$ cat config.mk
export PLATFORM = sky130hd
export DESIGN_NAME = gws_front
export DESIGN_NICKNAME = d
export VERILOG_FILES = /design/src/design/gws_pkg.sv /design/src/design/gws_front.sv
export SDC_FILE = /design/constraint.sdc
export NUM_CORES = 1
export LEC_CHECK = 0
export BUFFER_PORTS_ARGS = -buffer_cell sky130_fd_sc_hd__buf_2
export CAP_MARGIN = 20
export CELL_PAD_IN_SITES_DETAIL_PLACEMENT = 0
export CELL_PAD_IN_SITES_GLOBAL_PLACEMENT = 2
export CORE_MARGIN = 5
export CORE_UTILIZATION = 15
export DETAILED_ROUTE_END_ITERATION = 8
export PLACE_DENSITY = 0.92
export RECOVER_POWER = 50
export SYNTH_ARGS = -nofsm -noshare
export SYNTH_HDL_FRONTEND = slang
export SYNTH_SLANG_ARGS = --single-unit
$ cat constraint.sdc
create_clock -name vclk -period 2.3
set_input_delay 0.23 -clock vclk [all_inputs]
set_output_delay 0.23 -clock vclk [all_outputs]
set_load 0.005 [all_outputs]
$ cat src/design/gws_pkg.sv
// package for the weighted 3x3 smoother: payload types, constants, fsm states
// no dependencies
`default_nettype none
package gws_pkg;
    localparam int MaxSide  = 256;
    localparam int CoordW   = $clog2(MaxSide);
    localparam int AddrW    = 2 * CoordW;
    localparam int FracBits = 4;
    localparam int SideW    = 9;
    localparam int NumW     = 16 + 17 + 4 + FracBits;   // signed weighted sum, shifted
    localparam int DenW     = 20;
    localparam logic [16:0] WFull = 17'd65536;
    localparam logic [16:0] WDiag = 17'd19195;
    localparam logic CmdLoad  = 1'b0;
    localparam logic CmdQuery = 1'b1;

    typedef struct packed {
        logic             command;
        logic [7:0]       col;
        logic [7:0]       row;
        logic signed [15:0] elevation;
    } t_in;

    typedef struct packed {
        logic signed [19:0] smoothed;
        logic               coord_error;
    } t_out;

    // queued item after classification
    typedef struct packed {
        logic             is_err;
        logic             is_query;
        logic [CoordW-1:0] col;
        logic [CoordW-1:0] row;
        logic [SideW-1:0]  side;
    } t_job;

    typedef enum logic [2:0] {
        ST_IDLE, ST_READ, ST_DIV, ST_ROUND, ST_OUT
    } t_state;
endpackage
`default_nettype wire

$ cat src/design/gws_front.sv
// front part: accepts items, does loads into the sample memory, queues queries/errors
// depends on gws_pkg
`default_nettype none
module gws_front (
    input  wire logic          i_start,
    input  wire gws_pkg::t_in  i_item,
    input  wire logic [8:0]    i_side,
    input  wire logic          i_q_full,
    input  wire logic          i_inflight,
    output logic               o_busy,
    output logic               o_push,
    output gws_pkg::t_job      o_job,
    output logic               o_wr,
    output logic [gws_pkg::AddrW-1:0] o_wr_addr,
    output logic [15:0]        o_wr_data
);
    import gws_pkg::*;
    logic [SideW-1:0] eff;
    logic             bad, acc;

    assign eff   = (i_side > SideW'(MaxSide)) ? SideW'(MaxSide) : i_side;
    assign bad   = ({1'b0, i_item.col} >= eff) || ({1'b0, i_item.row} >= eff);
    // a load waits until no earlier beat is queued or being worked on
    assign o_busy = i_q_full || (i_inflight && i_item.command == CmdLoad);
    assign acc   = i_start && !o_busy;

    assign o_wr      = acc && !bad && (i_item.command == CmdLoad);
    assign o_wr_addr = {i_item.row, i_item.col};
    assign o_wr_data = i_item.elevation;
    assign o_push    = acc && (bad || i_item.command == CmdQuery);
    assign o_job     = '{is_err: bad, is_query: i_item.command == CmdQuery,
                         col: i_item.col, row: i_item.row, side: eff};
endmodule
`default_nettype wire

==> impl_metrics.env <==
export IMPL_status="completed"
export IMPL_synth_compound_area_share_pct=11.61
export IMPL_critPathLaunchType="input pin"
export IMPL_cp_end_kind="output pin"
export IMPL_grt_overflow=0
export IMPL_core_um2=5540
export IMPL_n_clock_buffer=0
export IMPL_gp_congestion=0.6975
export IMPL_fillers=645
export IMPL_setup_violations=0
export IMPL_vdd_ir_drop_max_v=0.00004510
export IMPL_design_seq_count=0
export IMPL_muxShareOfSynthArea_pct=0
export IMPL_grt_usage_pct=5.420
export IMPL_min_period_ps=2179
export IMPL_die_x_um=85.81
export IMPL_hold_depth=0
export IMPL_synth_top_family_by_area="buffers and inverters"
export IMPL_synth_top_area_share_pct=43.54
export IMPL_yosys_area_share_simple_pct=15.09
export IMPL_drv_cap=0
export IMPL_power_density_nw_per_um2=188.5
export IMPL_yosys_area_top_type="buf_4"
export IMPL_ys_warn_count=0
export IMPL_io_buffers=75
export IMPL_finalInstanceArea_um2=1199
export IMPL_hold_buffers=0
export IMPL_regArea_um2=0
export IMPL_synth_nets=178
export IMPL_vias=789
export IMPL_dr_pass1_iters=4
export IMPL_netlist_area_um2=862.1
export IMPL_cp_max_fo=8
export IMPL_n_antenna_cell=0
export IMPL_total_leakage_power_nw=0.6494
export IMPL_grt_pass1_wl_mm=3.353
export IMPL_vias_per_cell=3.586
export IMPL_layout_drive_gt1_share_pct=66.89
export IMPL_ios=107
export IMPL_multi_input_area_um2=634.4
export IMPL_min_to="o_wr_data[10]"
export IMPL_synth_xor_area_share_pct=0
export IMPL_crit_arrival_ps=1950
export IMPL_grt_max_degree=9
export IMPL_initial_core_util_pct=15.56
export IMPL_fin_nets=211
export IMPL_finalCritPeriodShare_pct=94.76
export IMPL_antenna_found_initial=0
export IMPL_wl_per_cell_um=10.82
export IMPL_postPlaceCellArea_um2=1005
export IMPL_synthTopCellsByArea="buf_4 44%, ha_1 23%, nand2b_1 6.5%, inv_1 5.7%, a21oi_1 4.1%"
export IMPL_grt_setup_unrepaired="false"
export IMPL_die_h_um=85.81
export IMPL_avgSynthCellArea_um2=7.368
export IMPL_num_rows=27
export IMPL_detail_route_antenna_nets=0
export IMPL_area_delta_synth_final_pct=39.04
export IMPL_synthCells=117
export IMPL_dieArea_um2=7363
export IMPL_crit_required_ps=2070
export IMPL_drc_errors=0
export IMPL_max_freq_ghz=0.4588
export IMPL_dr_first_iter_drc_count=17
export IMPL_grt_pass1_vias=758
export IMPL_slew_violations=0
export IMPL_finalWirelength_mm=2.380
export IMPL_synth_yosys_seq_area_share_pct=0
export IMPL_dp_final_hpwl_mm=2.161
export IMPL_hold_class="input pin to output pin"
export IMPL_power_mw=0.2260
export IMPL_max_slew_worst_pin_slew_ps=299.5
export IMPL_hold_viol=0
export IMPL_synthAdderAreaFrac_pct=23.22
export IMPL_criticalPathCategory="input pin to output pin"
export IMPL_synth_cell_types=20
export IMPL_maxSlewHeadroom_pct=79.94
export IMPL_hold_start="i_item[10]"
cell usage after synthesis, types with 2 or more instances:
cell / n
buf_4: 50
ha_1: 16
inv_1: 13
nand2b_1: 9
a21oi_1: 7
nand2_1: 4
nand3_1: 3
clkbuf_1: 2
nor2_1: 2
metrics by stage:
| step | instances | TNS (ps) | setup WS [ps] | util, % | hold slack [ps] |
|---|---|---|---|---|---|
| final | 220 | 0 | 120.5 | 21.63 | 460.0 |
| after CTS | 220 | 0 | 7.728 | 18.27 | 460.0 |
| after global routing | 220 | 0 | 1.787 | 21.63 | 460.0 |
| after floorplan | 117 | 0 | 213.6 | - | 484.5 |
| after global placement | 220 | -9.731 | -9.731 | 18.13 | 460.0 |
| after detailed placement | 220 | -57.83 | -57.83 | 18.13 | 460.0 |
worst max path at each step:
stage | slack (ps) | cells past startpoint | end | from
floorplan | 210 | 8 | o_wr | i_side[8]
global placement | -10 | 9 | o_wr | i_side[8]
detailed placement | -60 | 9 | o_wr | i_side[8]
CTS | 8 | 9 | o_wr | i_side[8]
global route | 2 | 9 | o_wr | i_side[8]
finish | 120 | 9 | o_wr | i_side[8]
where the power goes:
| group | switching, mW | internal, mW |
|---|---|---|
| logic | 0.106 | 0.120 |
| registers | 0 | 0 |
| clock network | 0 | 0 |
final cells by class:
class / instances / area share [%]
Tap cell: 72 / 7.516
Inverter: 13 / 4.071
Multi-Input combinational cell: 52 / 52.92
Timing Repair Buffer: 83 / 35.49
metal layers:
| metal | GRT usage, % | vias to the layer above | part of all wire, % |
|---|---|---|---|
| met5 | 0 | - | 0 |
| met1 | 6.818 | 345 | 39 |
| met4 | 0.2878 | 0 | 0.38 |
| met2 | 10.31 | 49 | 49 |
| met3 | 0.5764 | 2 | 12 |
| li1 | - | 393 | - |
layout by cell type (no fill, tap or decap), types with 2 or more instances in the layout:
master    count
nand2b_4      7
nand2b_1      2
inv_1        13
buf_2        60
ha_4          9
clkbuf_1     10
buf_4         9
a21oi_1       5
nand2_1       3
clkbuf_2      4
nor2_4        2
ha_1          7
nand3_1       3
a21oi_2       3
critical path: stages:
cell and delay [ps]:
buf_4 150, nand2b_4 170, ha_4 280, nand4_1 160
o31a_1 340, a21oi_1 220, a221oi_4 100, nor3b_2 160
buf_2 120
logic make-up (layout without fill, tap and decap cells):
family	Yosys count	count (layout)
buffers and inverters	65	96
AOI/OAI and AO/OA	14	14
and+or+nand+nor	22	22
adders and majority gates	16	16
repair_timing:
| item | in CTS | in global routing |
|---|---|---|
| gates resized for setup | 1 | 27 |
| setup buffers | 0 | 0 |
| endpoints found under the setup margin | 1 | 2 |
| pin swaps | 1 | 8 |
No activity file was read; power rests on OpenSTA's default activity.
