[src/design/gws_pkg.sv]
// package for the weighted 3x3 smoother: payload types, constants, fsm states
// no dependencies
`default_nettype none
package gws_pkg;
    localparam int MaxSide  = 256;
    localparam int CoordW   = $clog2(MaxSide);
    localparam int AddrW    = 2 * CoordW;
    localparam int FracBits = 4;
    localparam int SideW    = 9;
    localparam int NumW     = 16 + 17 + 4 + FracBits;   // signed weighted sum, shifted
    localparam int DenW     = 20;
    localparam logic [16:0] WFull = 17'd65536;
    localparam logic [16:0] WDiag = 17'd19195;
    localparam logic CmdLoad  = 1'b0;
    localparam logic CmdQuery = 1'b1;

    typedef struct packed {
        logic             command;
        logic [7:0]       col;
        logic [7:0]       row;
        logic signed [15:0] elevation;
    } t_in;

    typedef struct packed {
        logic signed [19:0] smoothed;
        logic               coord_error;
    } t_out;

    // queued item after classification
    typedef struct packed {
        logic             is_err;
        logic             is_query;
        logic [CoordW-1:0] col;
        logic [CoordW-1:0] row;
        logic [SideW-1:0]  side;
    } t_job;

    typedef enum logic [2:0] {
        ST_IDLE, ST_READ, ST_DIV, ST_ROUND, ST_OUT
    } t_state;
endpackage
`default_nettype wire

[src/design/gws_queue.sv]
// two-entry queue between front and back parts
// depends on gws_pkg
`default_nettype none
module gws_queue (
    input  wire logic          i_clk,
    input  wire logic          i_rst_n,
    input  wire logic          i_push,
    input  wire gws_pkg::t_job i_job,
    input  wire logic          i_pop,
    output logic               o_full,
    output logic               o_empty,
    output gws_pkg::t_job      o_job
);
    import gws_pkg::*;
    t_job       r_mem [2];
    logic       r_wp, r_rp;
    logic [1:0] r_cnt;

    assign o_full  = r_cnt == 2'd2;
    assign o_empty = r_cnt == 2'd0;
    assign o_job   = r_mem[r_rp];

    always_ff @(posedge i_clk) begin
        if (i_push) r_mem[r_wp] <= i_job;
        if (!i_rst_n) begin
            r_wp <= 1'b0; r_rp <= 1'b0; r_cnt <= 2'd0;
        end else begin
            if (i_push) r_wp <= ~r_wp;
            if (i_pop)  r_rp <= ~r_rp;
            r_cnt <= r_cnt + 2'(i_push) - 2'(i_pop);
        end
    end

    a_no_over: assert property (@(posedge i_clk) disable iff (!i_rst_n)
        o_full |-> !i_push) else $error("queue overflow");
    a_no_under: assert property (@(posedge i_clk) disable iff (!i_rst_n)
        o_empty |-> !i_pop) else $error("queue underflow");
    a_cnt: assert property (@(posedge i_clk) disable iff (!i_rst_n)
        r_cnt != 2'd3) else $error("queue count");
endmodule
`default_nettype wire

[config.mk]
export PLATFORM = sky130hd
export DESIGN_NAME = gws_queue
export DESIGN_NICKNAME = d
export VERILOG_FILES = /design/src/design/gws_pkg.sv /design/src/design/gws_queue.sv
export SDC_FILE = /design/constraint.sdc
export NUM_CORES = 1
export LEC_CHECK = 0
export BUFFER_PORTS_ARGS = -buffer_cell sky130_fd_sc_hd__buf_4
export CAP_MARGIN = 30
export CORE_MARGIN = 10
export CORE_UTILIZATION = 51
export DETAILED_ROUTE_END_ITERATION = 10
export HOLD_SLACK_MARGIN = 0.05
export PLACE_DENSITY = 0.86
export SYNTH_ARGS = -nofsm -noshare
export SYNTH_HDL_FRONTEND = slang
export SYNTH_SLANG_ARGS = --single-unit
[constraint.sdc]
create_clock -name i_clk -period 2.4 [get_ports i_clk]
set_clock_uncertainty 0.05 [all_clocks]
set_input_delay 0.24 -clock i_clk [delete_from_list [all_inputs] [get_ports i_clk]]
set_output_delay 0.24 -clock i_clk [all_outputs]
set_load 0.005 [all_outputs]
==> summary.md <==
| Metric | Value |
|---|---|
| TritonCTS Buffers | 9 |
| Aggregate routed wire length | 4510 um |
| Global-route total usage across every layer | 0.125 |
| Number of I/O port buffers | between 50 and 60 |
| DIE HEIGHT | about 87 um |
| Number of remaining DRC errors | 0 |
| Count of antenna-violating nets left after detailed routing | 0 |
| Sequential cell area fraction in the yosys report | 0.756 |
| Worst path arrival time | 1620 ps |
| Via count | 1247 |
| Gates resized, CTS repair | 0 |
| Number of different library cells in the post-synthesis netlist | 14 |
| Total die area | 7540 um2 |
| Minimum clock period after layout | ~1900 ps |
| CP Capture Type | output pin |
| Worst slew margin | 0.693 |
| DR iter-0 viols | approximately 140 |
| Worst setup SP type | flip-flop |
| Drt pass-1 iters | 5 |
| Clock-pin slew reported for the worst setup and hold paths after clock tree synthesis | 60 ps |
| GPL Wtd Cong | 0.711 |
| Count of filler cells inserted in the layout | about 280 |
| Setup repair after global routing missed its margin | false |
| Share of the cycle needed by the critical path after routing | 0.795 |
| Setup TNS | 0 ps |
| Core region area | approximately 4400 um2 |
| Cells after Synth | approximately 110 |
| Global-route wire length before repair | a little over 7000 um |
| Number of antenna violations at the first check in global routing | 0 |
| Maximum number of pins on one net before global-route repair | 29 |
| Wire per inst | roughly 17 um |
| Vias in the first global route | roughly 1400 |
| Avg Vias per Cell | just under 5 |
| Pwr/cell area | 708 nW/um2 |
| Post-synthesis register bit count | 59 |
| Proportion of layout cells with a drive suffix above 1 | 0.498 |
| Max Fanout on Critical Path | 15 |
| Utilization after layout | 0.735 |
| Cell Area, Synth | roughly 2300 um2 |
| Largest vdd supply drop | 0.446 mV |
| DP HPWL | 3090 um |
| Initial cell density of the core | 0.523 |
| Mean cell area of the mapped netlist | around 22 um2 |
| Clock tree buffer depth | 2 |
| Core Rows | 24 |
| Endpoint required time on the critical path | around 2100 ps |
| Post-Syn Nets | 138 |
| Synthesis-to-finish area growth | 40.5% |
| Num ports | 60 |
| Max Clock Freq | 524 MHz |
| Register Area | 1720 um2 |
| Final Hold Viols | 0 |
| Slew Limit Fails | 0 |
| Sum of overflow across all layers after global routing | 0 |
| Post-CTS Setup Inserts | 0 |
| Clock tree from TritonCTS | built |
| Critical setup path kind | flip-flop to output pin |
| Multi-input gate area | approximately 500 um2 |
| Antenna cells | 0 |
| Floorplan die width | ~87 um |
| Count of final setup violators | 0 |
| Synth warnings | 0 |
| # H-tree levels | 3 |
| Outcome | finished clean |
| Insertion delay of the later-clocked pin in the worst-skew pair | roughly 320 ps |
| Sink Count | slightly below 60 |
| Final-stage net count | 236 |
| Actual slew at the worst max-slew pin | approximately 460 ps |
| Max Cap Violations | 0 |
| Root Driver | sky130_fd_sc_hd__clkbuf_8 |
| Leak pwr | around 0.0013 uW |
| Worst min path class | input port to flip-flop |
==> Yosys cell counts <==
cell	count	area, um2
sky130_fd_sc_hd__edfxtp_1	54	1620
sky130_fd_sc_hd__mux2_4	20	300
sky130_fd_sc_hd__mux2_2	7	78.8
sky130_fd_sc_hd__dfxtp_1	5	100
sky130_fd_sc_hd__and2_1	4	25.0
sky130_fd_sc_hd__nor2b_1	4	25.0
sky130_fd_sc_hd__buf_12	2	40.0
sky130_fd_sc_hd__ha_1	2	25.0
sky130_fd_sc_hd__inv_1	2	7.51
sky130_fd_sc_hd__buf_6	1	11.3
sky130_fd_sc_hd__nor2_1	1	3.75
sky130_fd_sc_hd__o21a_1	1	7.51
sky130_fd_sc_hd__xnor3_1	1	22.5
sky130_fd_sc_hd__xor2_1	1	8.76
==> final timing paths <==
kind                                             to                start  cells after the start  slack [ps]
worst max register to register  r_cnt[1]$_SDFF_PN0_  r_cnt[0]$_SDFF_PN0_                      6        1080
worst max-delay path                      o_job[15]            flip-flop                      3         490
worst min-delay path            r_cnt[0]$_SDFF_PN0_              i_rst_n                      2         110
worst min register to register            flip-flop    r_rp$_SDFFE_PN0P_                      2         540
==> area by class of cell <==
cell class,count,share of cell area
well taps,52,0.0203
clock inverters,5,0.00665
multi-input cells,41,0.156
repair buffers,90,0.236
inverters,2,0.00235
clock buffers,10,0.0399
flip-flops and latches,59,0.539
==> routing by layer <==
metal,track usage,vias to the layer above,routed length (um)
met4,0.0619,0,54
met3,0.0582,6,348
met2,0.195,50,2260
li1,-,596,-
met1,0.140,595,1850
met5,0,-,0
==> flip-flops by register name (all words and copies together), names as in the netlist, named ones only <==
signal  flops
r_cnt       2
r_mem      54
r_rp        1
r_wp        1
==> metrics by stage <==
stage          setup slack [ps]  instances  instance area (um2)  hold WS, ps  total power (uW)
6_report                    491        259                 3200          106              2260
3_5_place_dp                828        217                 2780          378              1560
3_3_place_gp                864        217                 2780          376              1540
4_1_cts                     463        259                 3200         84.0              2290
2_1_floorplan               376        105                 2280          289              1400
5_1_grt                     419        259                 3200          109              2380
==> power by group <==
group          internal [uW]  switching, uW  leakage [uW]
Combinational            228            116      0.000663
Sequential              1190           32.4      0.000549
Clock                    354            346     0.0000784
==> kinds of logic after synthesis <==
group | share of synthesized area
adders and majority gates | 0.0110
muxes | 0.166
AOI/OAI and AO/OA | 0.00330
xor gates and xnor gates | 0.0137
and+or+nand+nor | 0.0236
DFF | 0.756
buffers and inverters | 0.0258
==> worst max-delay path, stage by stage (launching register included) <==
cell	delay [ps]
sky130_fd_sc_hd__dfxtp_2	620
sky130_fd_sc_hd__buf_12	220
sky130_fd_sc_hd__mux2_4	310
sky130_fd_sc_hd__buf_4	140
==> cells in the final DEF (no fill, tap or decap), types with 3 or more instances in the layout <==
master	instances
sky130_fd_sc_hd__dfxtp_1	4
sky130_fd_sc_hd__clkinv_1	3
sky130_fd_sc_hd__and2_1	4
sky130_fd_sc_hd__edfxtp_1	54
sky130_fd_sc_hd__clkbuf_8	9
sky130_fd_sc_hd__dlygate4sd3_1	27
sky130_fd_sc_hd__mux2_4	20
sky130_fd_sc_hd__mux2_2	7
sky130_fd_sc_hd__nor2b_1	3
sky130_fd_sc_hd__buf_4	62
==> what timing repair did <==
item,in CTS,in global routing
hold endpoints to repair,54,0
setup endpoints to repair,0,0
hold buffers,27,0
No activity file was read; power rests on OpenSTA's default activity.
