### config.mk
export PLATFORM = sky130hd
export DESIGN_NAME = gws_back
export DESIGN_NICKNAME = d
export VERILOG_FILES = /design/src/design/gws_pkg.sv /design/src/design/gws_back.sv
export SDC_FILE = /design/constraint.sdc
export NUM_CORES = 1
export LEC_CHECK = 0
export ABC_AREA = 1
export BUFFER_PORTS_ARGS = -buffer_cell sky130_fd_sc_hd__buf_2
export CAP_MARGIN = 20
export CORE_MARGIN = 2
export CORE_UTILIZATION = 45
export CTS_CLUSTER_SIZE = 28
export DETAILED_ROUTE_END_ITERATION = 8
export PLACE_DENSITY = 0.74
export SLEW_MARGIN = 10
export SYNTH_ARGS = -nofsm -noshare
export SYNTH_HDL_FRONTEND = slang
export SYNTH_SLANG_ARGS = --single-unit
### constraint.sdc
create_clock -name i_clk -period 5.99 [get_ports i_clk]
set_input_delay 0.8985 -clock i_clk [delete_from_list [all_inputs] [get_ports i_clk]]
set_output_delay 0.8985 -clock i_clk [all_outputs]
set_load 0.005 [all_outputs]
### src/design/gws_pkg.sv
// package for the weighted 3x3 smoother: payload types, constants, fsm states
// no dependencies
`default_nettype none
package gws_pkg;
    localparam int MaxSide  = 256;
    localparam int CoordW   = $clog2(MaxSide);
    localparam int AddrW    = 2 * CoordW;
    localparam int FracBits = 4;
    localparam int SideW    = 9;
    localparam int NumW     = 16 + 17 + 4 + FracBits;   // signed weighted sum, shifted
    localparam int DenW     = 20;
    localparam logic [16:0] WFull = 17'd65536;
    localparam logic [16:0] WDiag = 17'd19195;
    localparam logic CmdLoad  = 1'b0;
    localparam logic CmdQuery = 1'b1;

    typedef struct packed {
        logic             command;
        logic [7:0]       col;
        logic [7:0]       row;
        logic signed [15:0] elevation;
    } t_in;

    typedef struct packed {
        logic signed [19:0] smoothed;
        logic               coord_error;
    } t_out;

    // queued item after classification
    typedef struct packed {
        logic             is_err;
        logic             is_query;
        logic [CoordW-1:0] col;
        logic [CoordW-1:0] row;
        logic [SideW-1:0]  side;
    } t_job;

    typedef enum logic [2:0] {
        ST_IDLE, ST_READ, ST_DIV, ST_ROUND, ST_OUT
    } t_state;
endpackage
`default_nettype wire

### src/design/gws_back.sv
// back part: reads nine cells for a query, accumulates weighted sum, divides by
// restoring steps; an error item skips to the output; depends on gws_pkg
`default_nettype none
module gws_back (
    input  wire logic          i_clk,
    input  wire logic          i_rst_n,
    input  wire logic          i_empty,
    input  wire gws_pkg::t_job i_job,
    output logic               o_pop,
    output logic               o_idle,
    output logic [gws_pkg::AddrW-1:0] o_rd_addr,
    input  wire logic [15:0]   i_rd_data,
    output logic               o_valid,
    output gws_pkg::t_out      o_result
);
    import gws_pkg::*;
    localparam int QW = NumW;
    t_state r_state, n_state;
    t_job   r_job;
    logic [3:0] r_k;           // neighbour being addressed
    logic       r_rv, r_rdiag; // read data valid next cycle
    logic signed [NumW-1:0] r_num;
    logic [DenW-1:0] r_den;
    logic [NumW:0]   r_rem;
    logic [QW-1:0]   r_q, r_mag;
    logic [5:0]      r_bit;
    logic            r_neg;
    t_out            r_out;
    logic            r_valid;

    logic signed [2:0] dc, dr;
    logic signed [9:0] nc, nr;
    logic in_grid, diag;
    logic [NumW:0] trial;

    // neighbour offsets, row by row from the upper left
    always_comb begin
        case (r_k)
            4'd0, 4'd3, 4'd6: dc = -3'sd1;
            4'd1, 4'd4, 4'd7: dc = 3'sd0;
            default:          dc = 3'sd1;
        endcase
        case (r_k)
            4'd0, 4'd1, 4'd2: dr = -3'sd1;
            4'd3, 4'd4, 4'd5: dr = 3'sd0;
            default:          dr = 3'sd1;
        endcase
    end

    assign nc = signed'({2'b0, r_job.col}) + 10'(dc);
    assign nr = signed'({2'b0, r_job.row}) + 10'(dr);
    assign in_grid = nc >= 0 && nr >= 0 && nc < signed'({1'b0, r_job.side})
                     && nr < signed'({1'b0, r_job.side}) && r_k < 4'd9;
    assign diag = dc != 0 && dr != 0;
    assign o_rd_addr = {nr[CoordW-1:0], nc[CoordW-1:0]};
    assign trial = {r_rem[NumW-1:0], r_mag[QW-1]};
    assign o_idle = r_state == ST_IDLE;

    always_comb begin
        n_state = r_state;
        o_pop   = 1'b0;
        case (r_state)
            ST_IDLE: if (!i_empty) begin
                o_pop = 1'b1;
                n_state = (i_job.is_err || !i_job.is_query) ? ST_OUT : ST_READ;
            end
            ST_READ:  if (r_k == 4'd9 && !r_rv) n_state = ST_DIV;
            ST_DIV:   if (r_bit == 6'd0) n_state = ST_ROUND;
            ST_ROUND: n_state = ST_OUT;
            ST_OUT:   n_state = ST_IDLE;
            default:  n_state = ST_IDLE;
        endcase
    end

    always_ff @(posedge i_clk) begin
        if (!i_rst_n) begin
            r_state <= ST_IDLE; r_valid <= 1'b0; r_rv <= 1'b0;
        end else begin
            r_state <= n_state;
            r_valid <= 1'b0;
            case (r_state)
                ST_IDLE: begin
                    r_job <= i_job; r_k <= 4'd0; r_rv <= 1'b0;
                    r_num <= '0; r_den <= '0;
                    r_out <= '{smoothed: '0, coord_error: i_job.is_err};
                end
                ST_READ: begin
                    r_rv <= 1'b0;
                    if (r_k != 4'd9) begin
                        r_k <= r_k + 4'd1;
                        r_rv <= in_grid; r_rdiag <= diag;
                        if (in_grid) r_den <= r_den + DenW'(diag ? WDiag : WFull);
                    end
                    if (r_rv) r_num <= r_num + NumW'(signed'(i_rd_data) *
                        signed'({1'b0, r_rdiag ? WDiag : WFull}));
                    if (r_k == 4'd9 && !r_rv) begin
                        // magnitude times 2^(frac+1) plus den; divide by 2*den
                        r_neg <= r_num < 0;
                        r_mag <= (((r_num < 0) ? QW'(-r_num) : QW'(r_num)) << (FracBits + 1))
                                 + QW'(r_den);
                        r_rem <= '0; r_q <= '0; r_bit <= 6'(QW);
                    end
                end
                ST_DIV: if (r_bit != 6'd0) begin
                    r_bit <= r_bit - 6'd1;
                    r_mag <= r_mag << 1;
                    if (trial >= {r_den, 1'b0}) begin
                        r_rem <= trial - (NumW+1)'({r_den, 1'b0});
                        r_q <= {r_q[QW-2:0], 1'b1};
                    end else begin
                        r_rem <= trial;
                        r_q <= {r_q[QW-2:0], 1'b0};
                    end
                end
                ST_ROUND: begin
                    if (r_q > QW'(524287) && !r_neg) r_out.smoothed <= 20'sd524287;
                    else if (r_q > QW'(524288)) r_out.smoothed <= -20'sd524288;
                    else if (r_neg) r_out.smoothed <= 20'(-r_q);
                    else r_out.smoothed <= 20'(r_q);
                end
                ST_OUT: r_valid <= r_job.is_err || r_job.is_query;
                default: ;
            endcase
        end
    end
    assign o_valid  = r_valid;
    assign o_result = r_out;

    a_err_zero: assert property (@(posedge i_clk) disable iff (!i_rst_n)
        (o_valid && o_result.coord_error) |-> o_result.smoothed == '0)
        else $error("error result not zero");
    a_den: assert property (@(posedge i_clk) disable iff (!i_rst_n)
        (r_state == ST_DIV) |-> r_den != '0) else $error("zero divisor");
    a_one: assert property (@(posedge i_clk) disable iff (!i_rst_n)
        o_valid |=> !o_valid) else $error("double result");
endmodule
`default_nettype wire

==> results.ini <==
[synthesis]
synth_area_per_cell_um2 = 8.102
ys_ff_latch = 248
synth_edf_count = 243
synthDistinctLibCells = 59
syn_inst = 3021
synthFlopType = edfxtp_1
syn_area_mm2 = 0.02448
seq_area_frac_synth = 0.3022
synthArstFlopShare = 0
yosys_warnings = 0

[sta]
hold_viol = 0
fmax_ghz = 0.1712
drv_slew = 0
relSlewSlack = 0.3815
fin_crit_sh = 0.9752
rsz0062_at_grt = true
worst_slew_pin_slew_ps = 924.4
fin_crit_ps = 5841
finClkSkew_ps = 26.25
setup_viol = 0

[cts]
cts_max_level = 1
holdBufCountCts = 0
cts_tree = done
cts.sinks = 248
clk_pin_slew_ps = 70
cts-root-buf = clkbuf_16
cts_buffers = 29
clk_latency_ps = 570
cts_buffer_depth = 3

[route]
vias = 20574
wl_per_cell_um = 15.30
ant_nets = 0
drt_wl_total_um = 60920
viasPerCell = 5.165
drc = 0
firstDrtPassIters = 6
dr.first_iter.drc_count = 1498

[floorplan]
die_area_mm2 = 0.05627
die-height_um = 237.2
num_io_pins = 86
start_util = 0.4548
rows = 85
floorplan.die.width_um = 237.2
coreArea_mm2 = 0.05381

[placement]
place_congestion = 0.9262
place_area_mm2 = 0.02693
dp_hpwl_um = 47810
portBuffers = 85

[setup_path]
rrSetupSlack_ps = 150
crit_arrival_ps = 6170
r2r_start = r_rdiag
worstSetupStartpointType = flip-flop
crit_fanout = 4
end_kind = flip-flop
reg2regPathDepth = 27
required_ps = 6320
rr_endpoint = r_num[38]
crit_type = flip-flop to flip-flop
crit_end = r_num[38]
crit_start = r_rdiag

[finish]
fin_area_mm2 = 0.02859
layout_commonest_cell = inv_1
layout_common_cells = inv_1, nand2_1, nor2_1, edfxtp_1, ha_1
regArea_mm2 = 0.007397
antenna_cells = 0
nNetsFinal = 3706
fillers = 4867
multi_input_area_mm2 = 0.01513
drive_gt1_frac = 0.1615
area_growth_pct = 16.79

[global_routing]
grt_max_degree = 96
grt_pass1_vias = 20143
grt_pass1_wl_um = 98770
grt_remaining_overflow = 0
track_usage = 0.2134
antenna_found_initial = 1

[worst_hold_path]
hold_path.class = input pin to flip-flop
hold_depth = 1

[flow_run]
cap_violations = 0

[run_status]
status = completed

-- synthesized netlist by cell type (4+ instances only) --
cell type | instances | area share
fa_1 | 142 | 0.12
nor4_1 | 14 | 0.0036
o21ai_2 | 5 | 0.0018
o221ai_1 | 5 | 0.0018
o21ai_1 | 18 | 0.0037
nor2_1 | 327 | 0.050
nand3_1 | 112 | 0.023
xor2_1 | 69 | 0.025
dfxtp_1 | 5 | 0.0041
nand2_2 | 27 | 0.0069
nand3_2 | 4 | 0.0016
nor2_4 | 12 | 0.0055
xnor2_1 | 37 | 0.013
a31oi_1 | 27 | 0.0069
o21bai_1 | 12 | 0.0037
nand2_1 | 494 | 0.076
inv_2 | 6 | 0.00092
edfxtp_1 | 243 | 0.30
buf_4 | 4 | 0.0012
a21o_1 | 17 | 0.0052
ha_1 | 253 | 0.13
o21ai_0 | 160 | 0.033
inv_1 | 624 | 0.096
clkbuf_1 | 34 | 0.0052
or2_2 | 7 | 0.0018
nand4_1 | 40 | 0.010
nand3_4 | 4 | 0.0029
a21oi_1 | 202 | 0.041
nor3_1 | 26 | 0.0053
o21a_1 | 5 | 0.0015
or2_1 | 4 | 0.0010
buf_2 | 9 | 0.0018
nor2_2 | 22 | 0.0056
a21boi_0 | 4 | 0.0012
-- worst max-delay path, cell delays in order, from the launching register on --
cell,delay [ps]
edfxtp_1,380
buf_6,170
clkbuf_16,160
nand2_2,60
inv_2,50
fa_1,570
inv_2,60
fa_1,590
fa_2,460
fa_1,420
fa_1,510
fa_1,550
inv_1,60
ha_4,280
buf_4,110
nand2_4,50
nor2_4,120
inv_2,50
nor2_2,120
inv_2,70
nor4_4,260
nand3_1,130
nand3_2,80
nand2_1,50
nand2_1,70
nand2_1,50
nand2_1,50
nor2_1,40
-- cells by family after synthesis --
family | Yosys count | share of synthesized area
compound gates | 476 | 0.1069
simple gates | 1112 | 0.2012
other cells | 2 | 0.0003068
buf+inv | 682 | 0.1060
flops | 248 | 0.3022
fa+ha+maj | 395 | 0.2455
xor+xnor | 106 | 0.03793
-- what timing repair did --
item                       4_1_cts  5_1_grt
setup buffers                    0       12
gates resized for setup          1      140
pin swaps                        0       64
cloned                           0        2
setup endpoints to repair        1       25
-- state kept, by name, summed over array words and instances, names as in the netlist --
| name | cells |
|---|---|
| o_result | 21 |
| o_valid | 1 |
| r_bit | 6 |
| r_den | 20 |
| r_job | 26 |
| r_k | 4 |
| r_mag | 41 |
| r_neg | 1 |
| r_num | 41 |
| r_q | 41 |
| r_rdiag | 1 |
| r_rem | 41 |
| r_rv | 1 |
| r_state | 3 |
-- through the flow --
stage	worst slack [ps]	hold WS (ps)	TNS (ps)	std cells	utilization
after floorplan	-2.243	427.7	-2.243	3025	-
after global placement	-330.7	468.1	-4580	3916	0.5004
after detailed placement	-409.2	482.3	-6665	3916	0.5004
after CTS	13.57	475.2	0	3969	0.5193
after global routing	-121.6	491.3	-453.1	3983	0.5312
final	148.5	495.1	0	3983	0.5312
-- worst min path at each step --
stage	startpoint	end	slack (ps)
after floorplan	r_num[40]	r_neg	430
after global placement	r_rv	r_rv	470
after detailed placement	r_rv	r_rv	480
after CTS	i_job[2]	r_job[2]	480
after global routing	i_job[5]	r_job[5]	490
final	i_job[11]	r_job[11]	500
-- metal layers --
layer / up-vias / part of all wire / GRT usage
met2: 530 / 0.48 / 0.3764
met1: 9693 / 0.45 / 0.2868
li1: 10257 / - / -
met4: 2 / 0.023 / 0.04822
met5: - / 0.00021 / 0
met3: 92 / 0.053 / 0.01579
-- area by class of cell --
cell class	instances	share of cell area
clock inverter	20	0.008929
clock buffer	33	0.02661
inverter	633	0.08312
tap	696	0.03046
multi-input combinational	2095	0.5292
sequential	248	0.2588
timing repair buffer	258	0.06294
Power is left out: the tool's default activity adds up to more than one toggle a clock period on the data nets, which glitch-free logic cannot reach.
